### src/rtl/cdamt_pkg.sv
// shared types, constants and helpers for the display aux mode tracker
package cdamt_pkg;

   localparam int unsigned ID_WIDTH      = 29;
   localparam int unsigned WINDOW_WIDTH  = 16;
   localparam int unsigned LEVEL_WIDTH   = 8;
   localparam int unsigned CSR_IDX_WIDTH = 2;

   localparam logic [ID_WIDTH-1:0]     WATCH_ID_RESET  = 29'h151;
   localparam logic [WINDOW_WIDTH-1:0] WINDOW_RESET    = 16'd200;
   localparam logic [LEVEL_WIDTH-1:0]  THRESHOLD_RESET = 8'h59;
   localparam logic [WINDOW_WIDTH-1:0] ELAPSED_MAX     = 16'hFFFF;

   localparam logic [7:0] HEADER_MARK = 8'h10;
   localparam logic [7:0] TEXT_MARK   = 8'h21;
   localparam logic [3:0] MIN_LENGTH  = 4'd8;

   typedef enum logic {
      KIND_TICK  = 1'b0,
      KIND_FRAME = 1'b1
   } kind_type;

   typedef enum logic [CSR_IDX_WIDTH-1:0] {
      CSR_WATCH_ID  = 2'd0,
      CSR_WINDOW_MS = 2'd1,
      CSR_THRESHOLD = 2'd2
   } csr_index_type;

   typedef struct packed {
      logic                kind;
      logic [ID_WIDTH-1:0] frame_id;
      logic [3:0]          frame_length;
      logic [7:0]          byte_0;
      logic [7:0]          byte_1;
      logic [7:0]          byte_2;
      logic [7:0]          byte_3;
      logic [7:0]          byte_4;
      logic [7:0]          byte_5;
      logic [7:0]          byte_6;
      logic [7:0]          byte_7;
   } req_type;

   typedef struct packed {
      logic aux_active;
      logic mode_changed;
   } rsp_type;

   function automatic logic is_dig(input logic [7:0] c);
      return (c >= 8'h30) && (c <= 8'h39);
   endfunction

   function automatic logic sp_or_dig(input logic [7:0] c);
      return (c == 8'h20) || is_dig(c);
   endfunction

endpackage

### src/rtl/cdamt_classify.sv
// text frame classifier: new aux flag from the display text and header level
module cdamt_classify (
   input  cdamt_pkg::req_type                    item,
   input  logic [cdamt_pkg::LEVEL_WIDTH-1:0]     header_level,
   input  logic [cdamt_pkg::LEVEL_WIDTH-1:0]     level_threshold,
   input  logic                                  aux_flag,
   output logic                                  aux_next
);

   localparam logic [7:0] CHAR_SP = 8'h20;
   localparam logic [7:0] CHAR_A  = 8'h41;
   localparam logic [7:0] CHAR_U  = 8'h55;
   localparam logic [7:0] CHAR_X  = 8'h58;
   localparam logic [7:0] CHAR_T  = 8'h54;
   localparam logic [7:0] CHAR_R  = 8'h52;
   localparam logic [7:0] CHAR_C  = 8'h43;
   localparam logic [7:0] CHAR_M  = 8'h4D;
   localparam logic [7:0] CHAR_L  = 8'h4C;
   localparam logic [7:0] CHAR_GT = 8'h3E;

   logic level_high;
   logic hit_aux;
   logic hit_cd;
   logic hit_radio_short;
   logic hit_radio_m;
   logic hit_three_space;
   logic hit_radio_l;

   assign level_high = (header_level >= level_threshold);

   assign hit_aux = (item.byte_1 == CHAR_A) && (item.byte_2 == CHAR_U) &&
                    (item.byte_3 == CHAR_X);

   assign hit_cd = (item.byte_1 == CHAR_T) && (item.byte_2 == CHAR_R) &&
                   (item.byte_3 == CHAR_SP) && cdamt_pkg::sp_or_dig(item.byte_4) &&
                   cdamt_pkg::is_dig(item.byte_5) && (item.byte_6 == CHAR_SP) &&
                   (item.byte_7 == CHAR_C);

   assign hit_radio_short = (item.byte_1 == CHAR_GT) && (item.byte_2 == CHAR_SP) &&
                            (item.byte_3 != CHAR_SP) && level_high;

   assign hit_radio_m = (item.byte_1 == CHAR_M) && (item.byte_2 == CHAR_SP) &&
                        cdamt_pkg::sp_or_dig(item.byte_3) && cdamt_pkg::is_dig(item.byte_4) &&
                        cdamt_pkg::is_dig(item.byte_5) && cdamt_pkg::is_dig(item.byte_6) &&
                        (item.byte_7 == CHAR_SP);

   // byte 7 is never looked at in this pattern
   assign hit_three_space = (item.byte_1 == CHAR_SP) && (item.byte_2 == CHAR_SP) &&
                            (item.byte_3 == CHAR_SP) && cdamt_pkg::is_dig(item.byte_4) &&
                            cdamt_pkg::is_dig(item.byte_5) && cdamt_pkg::is_dig(item.byte_6) &&
                            !level_high;

   assign hit_radio_l = (item.byte_1 == CHAR_L) && (item.byte_2 == CHAR_SP) &&
                        (item.byte_3 == CHAR_SP) && cdamt_pkg::is_dig(item.byte_4) &&
                        cdamt_pkg::is_dig(item.byte_5) && cdamt_pkg::is_dig(item.byte_6) &&
                        (item.byte_7 == CHAR_SP);

   always_comb begin
      if (hit_aux) begin
         aux_next = 1'b1;
      end else if (hit_cd || hit_radio_short || hit_radio_m || hit_three_space ||
                   hit_radio_l) begin
         aux_next = 1'b0;
      end else begin
         aux_next = aux_flag;
      end
   end

endmodule

### src/rtl/can_display_aux_mode_tracker.sv
// top level of the display aux mode tracker: input stage, state, result register
//
//   port group | direction | handshake             | beat
//   req_       | in        | req_valid / req_ready | one tick or one can frame
//   rsp_       | out       | rsp_valid / rsp_ready | aux flag and change mark
//   csr_       | in        | csr_valid / csr_ready | register index and data
//
// a beat goes through two registers: the input stage, then the result register
// where the tracker state is updated, with the single classify pass between the
// two registers; one beat per cycle is sustained while rsp_ready stays high.
// synchronous reset clears valids, state and configuration to their defaults.
// a stalled result holds the input stage; req_ready drops only when both are full.
module can_display_aux_mode_tracker (
   input  logic                                   clock,
   input  logic                                   reset,
   input  logic                                   req_valid,
   output logic                                   req_ready,
   input  cdamt_pkg::req_type                     req_data,
   output logic                                   rsp_valid,
   input  logic                                   rsp_ready,
   output cdamt_pkg::rsp_type                     rsp_data,
   input  logic                                   csr_valid,
   output logic                                   csr_ready,
   input  logic [cdamt_pkg::CSR_IDX_WIDTH-1:0]    csr_index,
   input  logic [cdamt_pkg::ID_WIDTH-1:0]         csr_data
);

   logic                                  s1_valid_ff;
   cdamt_pkg::req_type                    s1_ff;
   logic                                  rsp_valid_ff;
   cdamt_pkg::rsp_type                    rsp_ff;
   cdamt_pkg::rsp_type                    rsp_in;

   logic [cdamt_pkg::ID_WIDTH-1:0]        watch_id_ff;
   logic [cdamt_pkg::WINDOW_WIDTH-1:0]    window_ms_ff;
   logic [cdamt_pkg::LEVEL_WIDTH-1:0]     threshold_ff;

   logic                                  aux_flag_ff;
   logic                                  aux_flag_in;
   logic [cdamt_pkg::LEVEL_WIDTH-1:0]     header_level_ff;
   logic [cdamt_pkg::LEVEL_WIDTH-1:0]     header_level_in;
   logic [cdamt_pkg::WINDOW_WIDTH-1:0]    elapsed_ms_ff;
   logic [cdamt_pkg::WINDOW_WIDTH-1:0]    elapsed_ms_in;

   logic                                  advance;
   logic                                  take_req;
   logic                                  frame_hit;
   logic                                  aux_classified;

   assign advance   = s1_valid_ff && (!rsp_valid_ff || rsp_ready);
   assign req_ready = !s1_valid_ff || advance;
   assign take_req  = req_valid && req_ready;
   assign csr_ready = 1'b1;

   assign rsp_valid = rsp_valid_ff;
   assign rsp_data  = rsp_ff;

   assign frame_hit = (s1_ff.kind == cdamt_pkg::KIND_FRAME) &&
                      (s1_ff.frame_id == watch_id_ff) &&
                      (s1_ff.frame_length >= cdamt_pkg::MIN_LENGTH);

   cdamt_classify u_classify (
      .item            (s1_ff),
      .header_level    (header_level_ff),
      .level_threshold (threshold_ff),
      .aux_flag        (aux_flag_ff),
      .aux_next        (aux_classified)
   );

   always_comb begin
      aux_flag_in     = aux_flag_ff;
      header_level_in = header_level_ff;
      elapsed_ms_in   = elapsed_ms_ff;
      if (s1_ff.kind == cdamt_pkg::KIND_TICK) begin
         if (elapsed_ms_ff != cdamt_pkg::ELAPSED_MAX) begin
            elapsed_ms_in = elapsed_ms_ff + 16'd1;
         end
      end else if (frame_hit) begin
         if (s1_ff.byte_0 == cdamt_pkg::HEADER_MARK) begin
            header_level_in = s1_ff.byte_6;
            elapsed_ms_in   = '0;
         end else if ((s1_ff.byte_0 == cdamt_pkg::TEXT_MARK) &&
                      (elapsed_ms_ff < window_ms_ff)) begin
            aux_flag_in = aux_classified;
         end
      end
      rsp_in.aux_active   = aux_flag_in;
      rsp_in.mode_changed = aux_flag_in != aux_flag_ff;
   end

   // control, state and configuration
   always_ff @(posedge clock) begin
      if (reset) begin
         s1_valid_ff     <= 1'b0;
         rsp_valid_ff    <= 1'b0;
         aux_flag_ff     <= 1'b0;
         header_level_ff <= '0;
         elapsed_ms_ff   <= '0;
         watch_id_ff     <= cdamt_pkg::WATCH_ID_RESET;
         window_ms_ff    <= cdamt_pkg::WINDOW_RESET;
         threshold_ff    <= cdamt_pkg::THRESHOLD_RESET;
      end else begin
         if (take_req) begin
            s1_valid_ff <= 1'b1;
         end else if (advance) begin
            s1_valid_ff <= 1'b0;
         end
         if (advance) begin
            rsp_valid_ff    <= 1'b1;
            aux_flag_ff     <= aux_flag_in;
            header_level_ff <= header_level_in;
            elapsed_ms_ff   <= elapsed_ms_in;
         end else if (rsp_ready) begin
            rsp_valid_ff <= 1'b0;
         end
         if (csr_valid) begin
            case (cdamt_pkg::csr_index_type'(csr_index))
               cdamt_pkg::CSR_WATCH_ID:  watch_id_ff  <= csr_data;
               cdamt_pkg::CSR_WINDOW_MS: window_ms_ff <= csr_data[cdamt_pkg::WINDOW_WIDTH-1:0];
               cdamt_pkg::CSR_THRESHOLD: threshold_ff <= csr_data[cdamt_pkg::LEVEL_WIDTH-1:0];
               default: ;
            endcase
         end
      end
   end

   // payload registers
   always_ff @(posedge clock) begin
      if (take_req) begin
         s1_ff <= req_data;
      end
      if (advance) begin
         rsp_ff <= rsp_in;
      end
   end

   a_flag_matches_result: assert property (@(posedge clock) disable iff (reset)
      advance |=> (rsp_ff.aux_active == aux_flag_ff))
      else $error("result flag differs from tracker state");

   a_change_mark: assert property (@(posedge clock) disable iff (reset)
      advance |=> (rsp_ff.mode_changed == (aux_flag_ff != $past(aux_flag_ff))))
      else $error("change mark does not match flag transition");

   a_state_holds: assert property (@(posedge clock) disable iff (reset)
      !advance |=> ($stable(aux_flag_ff) && $stable(header_level_ff) &&
                    $stable(elapsed_ms_ff)))
      else $error("tracker state moved without a beat");

   a_stage_held: assert property (@(posedge clock) disable iff (reset)
      (s1_valid_ff && !advance) |=> (s1_valid_ff && $stable(s1_ff)))
      else $error("input stage lost a beat while stalled");

endmodule

### config.mk
export PLATFORM = sky130hd
export DESIGN_NAME = can_display_aux_mode_tracker
export DESIGN_NICKNAME = d
export VERILOG_FILES = /design/src/rtl/cdamt_pkg.sv /design/src/rtl/cdamt_classify.sv /design/src/rtl/can_display_aux_mode_tracker.sv
export SDC_FILE = /design/constraint.sdc
export NUM_CORES = 1
export LEC_CHECK = 0
export BUFFER_PORTS_ARGS = -buffer_cell sky130_fd_sc_hd__buf_2
export CAP_MARGIN = 20
export CELL_PAD_IN_SITES_DETAIL_PLACEMENT = 2
export CELL_PAD_IN_SITES_GLOBAL_PLACEMENT = 2
export CORE_MARGIN = 5
export CORE_UTILIZATION = 40
export CTS_BUF_LIST = sky130_fd_sc_hd__clkbuf_2
export DETAILED_ROUTE_END_ITERATION = 12
export GPL_TIMING_DRIVEN = 1
export MAX_ROUTING_LAYER = met4
export PLACE_DENSITY_LB_ADDON = 0.1
export SYNTH_ARGS = -nofsm -noshare
export SYNTH_HDL_FRONTEND = slang
export SYNTH_HIERARCHICAL = 1
export SYNTH_SLANG_ARGS = --single-unit
export TNS_END_PERCENT = 1
### constraint.sdc
create_clock -name clock -period 8 [get_ports clock]
set_input_delay 1.2 -clock clock [delete_from_list [all_inputs] [get_ports clock]]
set_output_delay 1.2 -clock clock [all_outputs]
set_load 0.005 [all_outputs]
==> flow_summary.ini <==
[run_status]
status = complete, no violations

[finish]
multi_input_area_um2 = 2579
area_growth_pct = 16.00
fin_nets = 933
seq_area_um2 = 4484
layout_commonest_cell = buf_2
nFillCells = 1884
finalNonFillerCells = 1019
drive_gt1_share_pct = 22.84
final_cell_mix = 133 x buf_2, 102 x nand2_1, 96 x edfxtp_1

[route]
dr.pass1.iters = 4
first_iter_violations = 220
drc = 0
vias = 5261
wl_mm = 19.94
via_per_inst = 5.163
routedWlPerCell_um = 19.57
wl_met1_mm = 7.915
wl_met2_mm = 11.25
ant_nets = 0
routed-wl-met3_um = 668
highest_layer = met4

[worst_setup_path]
rr_startpoint = s1_ff[58]
cp-start-kind = flip-flop
r2r-end = elapsed_ms_ff[14]
rr_worst_depth = 7
crit_required_ns = 8.63
timing.reg2reg.setup_slack_ns = 4.96
worstPathArrival_ns = 3.67
end_kind = flip-flop
worst-path-max-fanout = 15
worstSetupPathType = flip-flop to flip-flop

[floorplan]
initial_core_util_pct = 40.58
num_rows = 49
die_area_um2 = 20960
core_um2 = 17900
ios = 139
die_x_um = 144.8
die_h_um = 144.8

[sta]
period_share_pct = 38.01
worst_pin_slew_ns = 0.8948
fmax_ghz = 0.3288
tns_ns = 0
setup_viol = 0
hold_slack_ns = 0.4779
final_max_slew_viol_count = 0
rsz0062_at_grt = no
finClkSkew_ns = 0.03256
min_period_ns = 3.041
hold_viol = 0
slew_headroom_pct = 40.35

[global_routing]
grt_antenna_before_repair = 2
track_usage_pct = 20.06
grt_pass1_vias = 6105
grt_pass1_wl_mm = 31.09
grt_overflow = 0
grt_start_max_net_pins = 69

[power]
peakVddDrop_mv = 0.1347
power_leakage_nw = 3.312
power_per_cell_area_nw_per_um2 = 194.0

[clock_network]
cts_sinks = 176
cts.clk_slew.worst_paths_ns = 0.28
postCtsSetupBuffers = 0
clk_path_buf_depth = 2
cts_hold_repair.buffers = 0
cts_tree = done
cts_resized = 0
cts_buffers = 17
clk_latency_ns = 0.75
cts_root_buf = clkbuf_2
h-tree-depth = 4

[flow_run]
cap_viol_max_count = 0

[synthesis]
ys_warn_count = 6
synth_nets = 799
syn_area_um2 = 7264
syn-mean-instance-area_um2 = 11.33
syn_inst = 641

[hold_path]
hp-start = window_ms_ff[10]
hold_class = flip-flop to flip-flop
whs_path_depth = 2
min_to = window_ms_ff[10]

[place]
port_buffers = 133
placed_cells = 985
gp_congestion = 0.8220
dp_hpwl_mm = 14.99
how the worst max path moves through the flow:
stage,start,to,cells past startpoint,slack (ns)
after floorplan,rsp_ready,s1_ff[0],3,4.00
after global placement,rsp_ready,elapsed_ms_ff[2],9,4.77
after detailed placement,rsp_ready,elapsed_ms_ff[9],9,4.70
after CTS,s1_ff[58],elapsed_ms_ff[14],7,4.90
after global routing,s1_ff[58],elapsed_ms_ff[14],7,4.71
final,s1_ff[58],elapsed_ms_ff[14],7,4.96
layer usage:
metal / global-route usage, % / up-vias
met3: 4.206 / 8
met5: - / -
met2: 37.77 / 89
met4: 3.878 / 0
li1: - / 2533
met1: 21.79 / 2631
cell type report:
| type | instances | area share [%] |
|---|---|---|
| Timing Repair Buffer | 137 | 8.255 |
| Tap cell | 229 | 3.400 |
| Inverter | 32 | 1.425 |
| Multi-Input combinational cell | 411 | 30.60 |
| Clock inverter | 14 | 1.975 |
| Clock buffer | 18 | 1.069 |
| Sequential cell | 176 | 53.21 |
| Antenna cell | 2 | 0.05939 |
registers in the layout, summed over array words and instances (netlist names):
| register | flops |
|---|---|
| elapsed_ms_ff | 16 |
| threshold_ff | 8 |
| watch_id_ff | 29 |
| rsp_valid | 1 |
| rsp_data | 2 |
| s1_valid_ff | 1 |
| header_level_ff | 8 |
| aux_flag_ff | 1 |
| s1_ff | 94 |
| window_ms_ff | 16 |
critical path, cell delays in order (launching register included):
cell and delay, ns:
edfxtp_1 0.43, or3_1 0.38, nor4_1 0.31, nand4_1 0.31, nor4_2 0.34, buf_4 0.29, or2_0 0.73, nor2_1 0.12
per-stage QoR:
step	total power, mW	util, %	worst slack, ns	instance area (µm²)
3_3_place_gp	1.145	45.61	4.773	8165
4_1_cts	1.656	47.04	4.898	8422
2_1_floorplan	1.090	-	4.005	7264
6_report	1.635	47.07	4.959	8427
3_5_place_dp	1.156	45.61	4.701	8165
5_1_grt	1.709	47.07	4.707	8427
power by group:
part	leakage, nW	internal [mW]	switching (mW)
registers	1.59	0.998	0.0236
clock network	0.153	0.157	0.342
logic	1.57	0.0481	0.0657
total	3.31	1.20	0.432
(Power assumes the default switching activity.)
